## src/bsm_pkg.sv

```systemverilog
// Shared types and constants of the bounded stack machine.
`timescale 1ns / 1ps

package bsm_pkg;

  localparam int DEF_STACK_DEPTH = 64;
  localparam int VALUE_W         = 20;
  localparam int DEPTH_OUT_W     = 7;

  typedef enum logic [2:0] {
    REQ_PUSH = 3'd0,
    REQ_POP  = 3'd1,
    REQ_DUP  = 3'd2,
    REQ_ADD  = 3'd3,
    REQ_SUB  = 3'd4
  } req_t;

  typedef enum logic [2:0] {
    ST_OK    = 3'd0,
    ST_FEW   = 3'd1,
    ST_OVER  = 3'd2,
    ST_UNDER = 3'd3,
    ST_FULL  = 3'd4,
    ST_SKIP  = 3'd5
  } status_t;

endpackage

```

## src/bsm_if.sv

```systemverilog
// Valid/ready channel interfaces for instructions and results.
`timescale 1ns / 1ps

interface bsm_in_if
  import bsm_pkg::*;
  ();
  logic               valid;
  logic               ready;
  logic [2:0]         req_type;
  logic signed [31:0] push_value;
  logic               end_of_program;

  modport source (output valid, req_type, push_value, end_of_program, input ready);
  modport sink   (input valid, req_type, push_value, end_of_program, output ready);
endinterface

interface bsm_out_if
  import bsm_pkg::*;
  ();
  logic                   valid;
  logic                   ready;
  logic [2:0]             status;
  logic [VALUE_W-1:0]     top_value;
  logic [DEPTH_OUT_W-1:0] stack_depth;
  logic                   program_done;
  logic                   final_valid;
  logic [VALUE_W-1:0]     final_value;

  modport source (output valid, status, top_value, stack_depth, program_done,
                  final_valid, final_value, input ready);
  modport sink   (input valid, status, top_value, stack_depth, program_done,
                  final_valid, final_value, output ready);
endinterface

```

## src/bounded_stack_machine.sv

```systemverilog
// Top level of the bounded stack machine: stack memory, top register, result register.
//
// in_ch carries one stack instruction per transfer (push, pop, duplicate, add,
// subtract) with an end_of_program marker. out_ch returns exactly one result
// per instruction: status, top of stack, depth and, at program end, the final
// value with its valid flag.
// The top of stack lives in a register; the entries below it live in a
// synchronous memory with one read and one write port and a registered
// read. The entry just under the top is kept read out in a data register.
// The result appears in the output register in the cycle after the
// instruction transfer. After each transfer in_ch.ready drops while the
// entry under the new top is re-read from the memory, so the next
// instruction waits for that re-read.
// Reset clears the depth, the sticky error flag and the output valid; the
// memory is not cleared, since only entries below the depth are ever used.
// When the receiver stalls, the result holds in the output register and
// in_ch.ready stays low until that result is taken or taken in the same cycle.
`timescale 1ns / 1ps

module bounded_stack_machine
  import bsm_pkg::*;
#(
  parameter int STACK_DEPTH = DEF_STACK_DEPTH
) (
  input  logic      clk,
  input  logic      rst_n,
  bsm_in_if.sink    in_ch,
  bsm_out_if.source out_ch
);

  localparam int AW = (STACK_DEPTH > 1) ? $clog2(STACK_DEPTH) : 1;
  localparam int CW = $clog2(STACK_DEPTH + 1);
  localparam logic [CW-1:0] CNT_ONE  = CW'(1);
  localparam logic [CW-1:0] CNT_TWO  = CW'(2);
  localparam logic [CW-1:0] CNT_FULL = CW'(STACK_DEPTH);

  logic [VALUE_W-1:0] mem [STACK_DEPTH];
  logic [VALUE_W-1:0] rd_data_r;
  logic [VALUE_W-1:0] top_r;
  logic [CW-1:0]      count_r;
  logic               error_r;
  logic               busy_r;

  logic                   out_valid_r;
  status_t                out_status_r;
  logic [VALUE_W-1:0]     out_top_r;
  logic [DEPTH_OUT_W-1:0] out_depth_r;
  logic                   out_done_r;
  logic                   out_fvalid_r;
  logic [VALUE_W-1:0]     out_fvalue_r;

  logic               accept;
  logic [CW-1:0]      cnt_m1;
  logic [CW-1:0]      cnt_m2;
  logic [VALUE_W:0]   sum;
  logic [VALUE_W:0]   diff;
  status_t            status_c;
  logic [VALUE_W-1:0] top_nxt;
  logic [CW-1:0]      count_nxt;
  logic               error_nxt;
  logic               we_c;
  logic               fvalid_c;
  logic [VALUE_W-1:0] fvalue_c;
  logic [VALUE_W-1:0] top_out_c;

  assign in_ch.ready = !busy_r && (!out_valid_r || out_ch.ready);
  assign accept      = in_ch.valid && in_ch.ready;
  assign cnt_m1      = count_r - CNT_ONE;
  assign cnt_m2      = count_r - CNT_TWO;
  assign sum         = {1'b0, top_r} + {1'b0, rd_data_r};
  assign diff        = {1'b0, top_r} - {1'b0, rd_data_r};

  always_comb begin
    status_c  = ST_OK;
    top_nxt   = top_r;
    count_nxt = count_r;
    error_nxt = error_r;
    we_c      = 1'b0;
    fvalid_c  = 1'b0;
    fvalue_c  = '0;
    if (error_r) begin
      status_c = ST_SKIP;
    end else begin
      case (req_t'(in_ch.req_type))
        REQ_PUSH: begin
          if (in_ch.push_value[31]) begin
            status_c = ST_UNDER;
          end else if (in_ch.push_value[30:VALUE_W] != '0) begin
            status_c = ST_OVER;
          end else if (count_r >= CNT_FULL) begin
            status_c = ST_FULL;
          end else begin
            we_c      = (count_r != '0);
            top_nxt   = in_ch.push_value[VALUE_W-1:0];
            count_nxt = count_r + CNT_ONE;
          end
        end
        REQ_POP: begin
          if (count_r == '0) begin
            status_c = ST_FEW;
          end else begin
            top_nxt   = rd_data_r;
            count_nxt = cnt_m1;
          end
        end
        REQ_DUP: begin
          if (count_r == '0) begin
            status_c = ST_FEW;
          end else if (count_r >= CNT_FULL) begin
            status_c = ST_FULL;
          end else begin
            we_c      = 1'b1;
            count_nxt = count_r + CNT_ONE;
          end
        end
        REQ_ADD: begin
          if (count_r < CNT_TWO) begin
            status_c = ST_FEW;
          end else if (sum[VALUE_W]) begin
            status_c = ST_OVER;
          end else begin
            top_nxt   = sum[VALUE_W-1:0];
            count_nxt = cnt_m1;
          end
        end
        REQ_SUB: begin
          if (count_r < CNT_TWO) begin
            status_c = ST_FEW;
          end else if (diff[VALUE_W]) begin
            status_c = ST_UNDER;
          end else begin
            top_nxt   = diff[VALUE_W-1:0];
            count_nxt = cnt_m1;
          end
        end
        default: status_c = ST_OK;
      endcase
      if (status_c != ST_OK) begin
        error_nxt = 1'b1;
        top_nxt   = top_r;
        count_nxt = count_r;
        we_c      = 1'b0;
      end
    end
    if (in_ch.end_of_program) begin
      fvalid_c  = !error_nxt && (count_nxt != '0);
      fvalue_c  = fvalid_c ? top_nxt : '0;
      count_nxt = '0;
      error_nxt = 1'b0;
    end
    top_out_c = (count_nxt != '0) ? top_nxt : '0;
  end

  always_ff @(posedge clk) begin
    if (accept && we_c) begin
      mem[cnt_m1[AW-1:0]] <= top_r;
    end
    rd_data_r <= mem[cnt_m2[AW-1:0]];
  end

  always_ff @(posedge clk) begin
    if (!rst_n) begin
      count_r     <= '0;
      error_r     <= 1'b0;
      busy_r      <= 1'b0;
      out_valid_r <= 1'b0;
    end else begin
      busy_r <= accept;
      if (accept) begin
        count_r     <= count_nxt;
        error_r     <= error_nxt;
        out_valid_r <= 1'b1;
      end else if (out_ch.ready) begin
        out_valid_r <= 1'b0;
      end
    end
  end

  always_ff @(posedge clk) begin
    if (accept) begin
      top_r        <= top_nxt;
      out_status_r <= status_c;
      out_top_r    <= top_out_c;
      out_depth_r  <= DEPTH_OUT_W'(count_nxt);
      out_done_r   <= in_ch.end_of_program;
      out_fvalid_r <= fvalid_c;
      out_fvalue_r <= fvalue_c;
    end
  end

  assign out_ch.valid        = out_valid_r;
  assign out_ch.status       = out_status_r;
  assign out_ch.top_value    = out_top_r;
  assign out_ch.stack_depth  = out_depth_r;
  assign out_ch.program_done = out_done_r;
  assign out_ch.final_valid  = out_fvalid_r;
  assign out_ch.final_value  = out_fvalue_r;

  a_refill_stall: assert property (@(posedge clk) disable iff (!rst_n)
    accept |=> !in_ch.ready)
    else $error("instruction taken during refill cycle");

  a_result_follows: assert property (@(posedge clk) disable iff (!rst_n)
    accept |=> out_ch.valid)
    else $error("no result after instruction transfer");

  a_depth_bound: assert property (@(posedge clk) disable iff (!rst_n)
    count_r <= CNT_FULL)
    else $error("stack depth beyond capacity");

  a_end_clears: assert property (@(posedge clk) disable iff (!rst_n)
    accept && in_ch.end_of_program |=> count_r == '0 && !error_r)
    else $error("program end left stack or error flag set");

  a_done_empty: assert property (@(posedge clk) disable iff (!rst_n)
    out_ch.valid && out_ch.program_done |-> out_ch.stack_depth == '0 &&
      out_ch.top_value == '0)
    else $error("program end result reports a non-empty stack");

endmodule
```

## src/flat_wrapper.sv

```systemverilog
// flat-port wrapper written by rule: the top's interface ports become plain ports
module bounded_stack_machine_flat import bsm_pkg::*;
#(
  parameter int STACK_DEPTH = DEF_STACK_DEPTH
)
  (clk, rst_n, in_ch_valid, in_ch_req_type, in_ch_push_value, in_ch_end_of_program, in_ch_ready, out_ch_valid, out_ch_status, out_ch_top_value, out_ch_stack_depth, out_ch_program_done, out_ch_final_valid, out_ch_final_value, out_ch_ready);
  bsm_in_if in_ch_i ();
  bsm_out_if out_ch_i ();
  input  logic clk;
  input  logic rst_n;
  input wire logic [$bits(in_ch_i.valid)-1:0] in_ch_valid;
  input wire logic [$bits(in_ch_i.req_type)-1:0] in_ch_req_type;
  input wire logic [$bits(in_ch_i.push_value)-1:0] in_ch_push_value;
  input wire logic [$bits(in_ch_i.end_of_program)-1:0] in_ch_end_of_program;
  output wire logic [$bits(in_ch_i.ready)-1:0] in_ch_ready;
  output wire logic [$bits(out_ch_i.valid)-1:0] out_ch_valid;
  output wire logic [$bits(out_ch_i.status)-1:0] out_ch_status;
  output wire logic [$bits(out_ch_i.top_value)-1:0] out_ch_top_value;
  output wire logic [$bits(out_ch_i.stack_depth)-1:0] out_ch_stack_depth;
  output wire logic [$bits(out_ch_i.program_done)-1:0] out_ch_program_done;
  output wire logic [$bits(out_ch_i.final_valid)-1:0] out_ch_final_valid;
  output wire logic [$bits(out_ch_i.final_value)-1:0] out_ch_final_value;
  input wire logic [$bits(out_ch_i.ready)-1:0] out_ch_ready;
  assign in_ch_i.valid = in_ch_valid;
  assign in_ch_i.req_type = in_ch_req_type;
  assign in_ch_i.push_value = in_ch_push_value;
  assign in_ch_i.end_of_program = in_ch_end_of_program;
  assign in_ch_ready = in_ch_i.ready;
  assign out_ch_valid = out_ch_i.valid;
  assign out_ch_status = out_ch_i.status;
  assign out_ch_top_value = out_ch_i.top_value;
  assign out_ch_stack_depth = out_ch_i.stack_depth;
  assign out_ch_program_done = out_ch_i.program_done;
  assign out_ch_final_valid = out_ch_i.final_valid;
  assign out_ch_final_value = out_ch_i.final_value;
  assign out_ch_i.ready = out_ch_ready;
  bounded_stack_machine #(.STACK_DEPTH(STACK_DEPTH)) u_core (.clk(clk), .rst_n(rst_n), .in_ch(in_ch_i), .out_ch(out_ch_i));
endmodule
```

## config.mk

```make
export PLATFORM = sky130hd
export DESIGN_NAME = bounded_stack_machine_flat
export DESIGN_NICKNAME = d
export VERILOG_FILES = /design/src/bsm_pkg.sv /design/src/bsm_if.sv /design/src/bounded_stack_machine.sv /design/src/flat_wrapper.sv
export SDC_FILE = /design/constraint.sdc
export NUM_CORES = 2
export LEC_CHECK = 0
export ABC_CLOCK_PERIOD_IN_PS = 13800
export BUFFER_PORTS_ARGS = -buffer_cell sky130_fd_sc_hd__buf_2
export CORE_ASPECT_RATIO = 0.6
export CORE_MARGIN = 3
export CORE_UTILIZATION = 45
export CTS_CLUSTER_DIAMETER = 80
export CTS_CLUSTER_SIZE = 25
export DETAILED_ROUTE_END_ITERATION = 10
export PLACE_DENSITY = 0.66
export SETUP_SLACK_MARGIN = 0.15
export SYNTH_ARGS = -nofsm -noshare
export SYNTH_HDL_FRONTEND = slang
export SYNTH_SLANG_ARGS = --single-unit
```

## constraint.sdc

```tcl
create_clock -name clk -period 13.8 [get_ports clk]
set_clock_uncertainty 0.15 [all_clocks]
set_input_delay 0 -clock clk [delete_from_list [all_inputs] [get_ports clk]]
set_output_delay 0 -clock clk [all_outputs]
set_load 0.01 [all_outputs]
```

; Word level (Yosys, flattened, before mapping)
; Memories as Yosys holds them, arrays and structs flattened. A register that Yosys moved wholly into a read port is not among the register bits.
; Index checks and enable logic that the tools add are counted.
[classes]
addsub = 5
order_cmp = 2
eq_ne = 4
muxes = 50
reduce_logical = 17
[ops]
columns = op, count
row1 = $mux 20, 10
row2 = $mux 7, 12
row3 = $pmux 20 s4, 1
row4 = $pmux 7 s5, 1
row5 = $add 20x20->21, 1
row6 = $mux 3, 7
row7 = $reduce_bool 7->1, 3
row8 = $sub 20x20->21, 1
row9 = $mux 1, 15
row10 = $pmux 3 s5, 1
row11 = $reduce_bool 11->1, 1
row12 = $add 7x1->7 const B, 1
row13 = $ge 7x7->1 const B, 1
row14 = $logic_not 7->1, 1
row15 = $lt 7x2->1 const B, 1
row16 = $sub 7x1->7 const B, 1
row17 = $eq 3x2->1 const B, 2
row18 = $sub 6x2->6 const B, 1
row19 = $logic_and 1x1->1, 4
row20 = $mux 2, 2
row21 = $eq 3x1->1 const B, 1
row22 = $eq 3x3->1 const B, 1
row23 = $logic_not 1->1, 3
row24 = $logic_not 3->1, 1
row25 = 5 further kinds, 5
[totals]
regBits = 82
ramBits = 1280
output_inout_bits = 54
memories = 1
[memory_table]
columns = memory, words, width, read_ports, rd_clocked_by_memory_dff, wr, line
row1 = u_core.mem, 64, 20, 1, 1, 1, bounded_stack_machine.sv:37  ; logic [VALUE_W-1:0] mem [STACK_DEPTH];

; Longest topological paths before layout
[logic_depth]
depth_word = 12
depth_mapped = 18
depth_no_buf = 14

; Worst setup path before layout
; Ideal clock, no wire load.
[synth_path]
path_type = reg2reg
from = reg u_core.top_r[0]
to = mem u_core.mem[0][0] (enable)
arrival_ns = 4.173
required_ns = 13.253
setup_slack_ns = 9.080
path_stages_with_launch = 12
n_path_buf = 0
synth_period_minus_slack_ns = 4.720
path_cell_list = edfxtp_1 ha_1 fa_1 nor3b_1 nor3_1 o31a_1 o22ai_2 o21bai_2 and3b_1 and4_1 nand3_1 nor2_1
[synth_between]
elab_chain_cells = 11
elab_cells_between_ends = 14
classes_between = add/sub (2) / mux (10) / reduce/logical (2)
[synth_rtl]
columns = element, line
row1 = "start, declared", bounded_stack_machine.sv:39  ; logic [VALUE_W-1:0] top_r;
row2 = "start signal, assigned", bounded_stack_machine.sv:181  ; top_r <= top_nxt;
row3 = $sub 20x20->21 / $add 20x20->21 (equally long branches), "bounded_stack_machine.sv:71, bounded_stack_machine.sv:70"
row4 = "$mux 2, on equally long branches", "bounded_stack_machine.sv:129, bounded_stack_machine.sv:119"
row5 = "$mux 3, on equally long branches", "bounded_stack_machine.sv:127, bounded_stack_machine.sv:117"
row6 = $pmux 3 s5 *, bounded_stack_machine.sv:84  ; case (req_t'(in_ch.req_type))
row7 = $mux 3 *, bounded_stack_machine.sv:81  ; if (error_r) begin
row8 = $reduce_bool 3->1 *, bounded_stack_machine.sv:138  ; if (status_c != ST_OK) begin
row9 = $mux 1 *, bounded_stack_machine.sv:138
row10 = $mux 1 *, bounded_stack_machine.sv:81
row11 = $logic_and 1x1->1 *, bounded_stack_machine.sv:155  ; if (accept && we_c) begin
row12 = $mux 1 *, bounded_stack_machine.sv:155
row13 = $mux 1 (implied by the code) *, bounded_stack_machine.sv:156  ; mem[cnt_m1[AW-1:0]] <= top_r;
row14 = "end, declared", bounded_stack_machine.sv:37
; Every way passes the cells marked *; elsewhere a longest branch is shown, timed or not. The select of a mux whose other input is x is not followed.

; Worst setup path after layout
[layout_path]
from = reg u_core.top_r[3]
to = reg u_core.out_fvalue_r[16] (netlist: u_core.out_ch.final_value[16]) (data pin)
[layout_between]
elab_chain_cells = 11
elab_cells_between_ends = 29
classes_between = add/sub (2) / mux (22) / reduce/logical (5)
[layout_rtl]
columns = element, line
row1 = $sub 20x20->21 / $add 20x20->21 (equally long branches), "bounded_stack_machine.sv:71, bounded_stack_machine.sv:70"
row2 = "$mux 2, on equally long branches", "bounded_stack_machine.sv:129, bounded_stack_machine.sv:119"
row3 = "$mux 3, on equally long branches", "bounded_stack_machine.sv:127, bounded_stack_machine.sv:117"
row4 = $pmux 3 s5, bounded_stack_machine.sv:84
row5 = $mux 3, bounded_stack_machine.sv:81
row6 = $reduce_bool 3->1, bounded_stack_machine.sv:138
row7 = $mux 7 / $mux 1 (equally long branches), bounded_stack_machine.sv:138
row8 = $mux 7 / $mux 1 (equally long branches), bounded_stack_machine.sv:81
row9 = $reduce_bool 7->1 / $logic_not 1->1 (equally long branches), bounded_stack_machine.sv:146  ; fvalid_c = !error_nxt && (count_nxt != '0);
row10 = $logic_and 1x1->1, bounded_stack_machine.sv:146
row11 = $reduce_and 2->1 (no source line), -
row12 = "end signal, assigned", bounded_stack_machine.sv:187  ; out_fvalue_r <= fvalue_c;
row13 = "end, declared", bounded_stack_machine.sv:50  ; logic [VALUE_W-1:0] out_fvalue_r;
; Several ways; a longest one is shown, not always the timed one. The select of a mux whose other input is x is not followed.
; A chain may end at the register's enable or synchronous reset.

==> reports/metrics.yaml <==
power:
  peakVddDrop_v: 0.000111
  power_frac_clock_pct: 28.9
  fin_total_pwr_w: 0.00729
  leakage_nw: 18.5
  pwr-share-seq_pct: 64.7
  cellPowerDensity_mw_per_mm2: 120
  pwr-share-comb_pct: 6.3
  p_switching_w: 0.00161
  p_int_w: 0.00568
  netSwitchingFraction_pct: 22.0
floorplan:
  num_io_pins: 94
  die_height_um: 279
  fp.dieW_um: 461
  core-area_mm2: 0.122
  start_util_pct: 45.6
  rows: 99
  dieArea_mm2: 0.128
drt:
  drt_wl_total_um: 145000
  vias: 28700
  initialDrtViolationCount: 4524
  detail-route-antenna-nets: 0
  firstDrtPassIters: 6
  drc_errors: 0
  via_per_inst: 6.32
  avgRoutedWirePerCell_um: 32.1
clock_tree:
  htree_levels: 2
  post_cts_buffers: 0
  holdBufCountCts: 37
  cts_inserted_buffers: 61
  clkLatencyLatePin_ns: 0.72
  post_cts_resized: 0
  clk_path_buf_depth: 3
  cts.sinks: 1382
  cts_tree: "built"
  cts_root_buf: "clkbuf_16"
  clk_pin_slew_worst_paths_ns: 0.10
logic_synthesis:
  synth_common_cells: "edfxtp_1, mux4_2, nor2_1"
  yosys-top-cells-area: "edfxtp_1, mux4_2, dfxtp_1, ha_1, nor2_1"
  synth_most_common_cell: "edfxtp_1"
  synth_top_area_share_pct: 72.7
  yosysSeqAreaShare_pct: 73.8
  ys.flop_type: "edfxtp_1"
  synthCells: 2712
  syn_avg_cell_area_um2: 20.6
  synth_top_cell_by_area: "edfxtp_1"
  synth_cell_type_count: 87
  async_flop_share_pct: 0
  synth_warnings: 0
  ys_ff_latch: 1382
  synth_nets: 2800
  syn_area_mm2: 0.0558
  synth-edff-count: 1352
timing:
  tightest_slew_ns: 1.42
  hold_viol_final: 0
  tns_ns: 0
  slew_violations: 0
  finalCritPeriodShare_pct: 43.0
  timing.hold.ws_ns: 0.0915
  setup_viol: 0
  post-route-min-period_ns: 5.93
  rsz0062_at_grt: "false"
  fmax_ghz: 0.169
  slew_headroom_pct: 5.02
status:
  status: "finished clean"
place:
  finalWeightedCongestion: 0.858
  placed_area_mm2: 0.0587
  place_hpwl_um: 84800
  port_buffers: 93
  dp.cells: 4381
critical_path:
  worstPathMaxFanout: 41
  critical_path_class: "flop to flop"
  required_ns: 14.08
  reg2regPathDepth: 12
  regToRegEndpoint: "u_core.out_ch.final_value[16]"
  arrival_ns: 6.21
  cp-start-kind: "flop"
  reg2reg_slack_ns: 7.87
  reg2reg_from: "u_core.top_r[3]"
  worst_setup_path_end_kind: "flop"
  startpoint: "u_core.top_r[3]"
  critPathCapture: "u_core.out_ch.final_value[16]"
worst_hold_path:
  min_path_type: "primary input to flop"
global_route:
  first_global_vias: 27600
  grt-ovfl-total: 0
  grt_max_degree: 81
  grt_pass1_wl_um: 207000
  grt_usage_pct: 22.5
  antenna_found_initial: 5
cells_and_area:
  fin_cells: 4533
  layout.nets: 2953
  drive_above_1_share_pct: 26.8
  nFillCells: 9717
  synthToLayoutAreaGrowth_pct: 9.00
  fin_area_mm2: 0.0609
run:
  drv_cap: 0
area by class of cell:
class                      instances  area (um2)  area share, %
timing repair buffer             242        1690           2.78
antenna                            4        10.0         0.0164
clock inverter                     6        85.1          0.140
inverter                          64         240          0.395
tap                             1616        2020           3.32
sequential                      1382       41200           67.7
clock buffer                     105        1690           2.78
multi-input combinational       1114       13900           22.9
metal layers:
metal | track usage, % | up-vias | routed length [um]
li1 | - | 11500 | -
met1 | 36.2 | 15300 | 63500
met2 | 31.2 | 1688 | 61100
met3 | 6.18 | 138 | 18200
met4 | 3.72 | 2 | 2380
met5 | 0 | - | 169
power by group through the flow:
stage                     clock [W]  sequential, W  combinational [W]
after floorplan                   0        0.00488           0.000217
after global placement            0        0.00481           0.000431
after detailed placement          0        0.00481           0.000448
after CTS                   0.00216        0.00472           0.000457
after global routing        0.00230        0.00472           0.000498
final                       0.00211        0.00472           0.000462
worst min-delay path by stage:
stage,start,cells past startpoint,slack (ns),to
final,in_ch_push_value[29],5,0.09,u_core.out_ch.status[1]
after detailed placement,out_ch_ready,3,0.18,u_core.out_ch.valid
after global placement,out_ch_ready,3,0.14,u_core.out_ch.valid
after global routing,in_ch_push_value[29],5,0.1,u_core.out_ch.status[1]
after CTS,in_ch_push_value[29],5,0.0002,u_core.out_ch.status[1]
after floorplan,in_ch_end_of_program,0,-0.05,u_core.out_ch.program_done
stage by stage:
step	util (%)	setup WS, ns
2_1_floorplan	-	9.08
3_3_place_gp	48.0	8.26
3_5_place_dp	48.0	8.02
4_1_cts	49.7	8.02
5_1_grt	49.7	7.62
6_report	49.7	7.87
sequential cells by signal, indices dropped and copies added, names as in the netlist, 3 cells and up:
name,count
u_core.mem,1280
u_core.out_ch.final_value,20
u_core.out_ch.top_value,20
u_core.rd_data_r,20
u_core.top_r,20
u_core.count_r,7
u_core.out_ch.stack_depth,7
u_core.out_ch.status,3
placed cells by master (no fill, tap or decap), drive strengths merged, types with 7 or more instances in the layout:
| cell | synthesis | layout |
|---|---|---|
| nand2 | 63 | 63 |
| a211oi | 27 | 27 |
| nand3 | 14 | 14 |
| mux2i | 33 | 33 |
| nor3 | 57 | 57 |
| a21oi | 68 | 68 |
| xnor2 | 14 | 14 |
| a22oi | 12 | 12 |
| inv | 64 | 66 |
| o22ai | 11 | 11 |
| nor4 | 7 | 7 |
| buf | 68 | 205 |
| mux4 | 400 | 400 |
| ha | 46 | 46 |
| o31ai | 11 | 11 |
| o211ai | 8 | 8 |
| o21ai | 42 | 42 |
| dfxtp | 30 | 30 |
| edfxtp | 1352 | 1352 |
| and2 | 7 | 7 |
| a221o | 8 | 8 |
| o221ai | 8 | 8 |
| nor2b | 28 | 28 |
| a222oi | 7 | 7 |
| dlygate4sd3 | 0 | 37 |
| nand2b | 10 | 10 |
| nor2 | 130 | 130 |
| clkbuf | 84 | 105 |
| a21o | 9 | 9 |
critical path, cell delays in order (launching register included):
cell	delay, ns
edfxtp_1	1.28
buf_4	0.58
ha_1	0.40
o21ai_0	0.26
o21a_1	0.29
o21ai_1	0.12
o21ai_2	0.82
o21ai_2	0.16
nor2_1	0.38
o311ai_1	0.15
a22oi_2	0.33
o2111a_4	0.55
nor3_1	0.11
kinds of logic (layout without fill, tap and decap cells):
kind of cell	Yosys count	count (layout)	share of synthesized area, %
compound gates	268	268	3.39
xor+xnor	20	20	0.314
fa+ha+maj	48	48	1.10
buf+inv	216	417	1.67
flops	1382	1382	73.8
other cells	0	4	0
simple gates	345	345	3.02
mux	433	433	16.7
(Power assumes the default switching activity.)
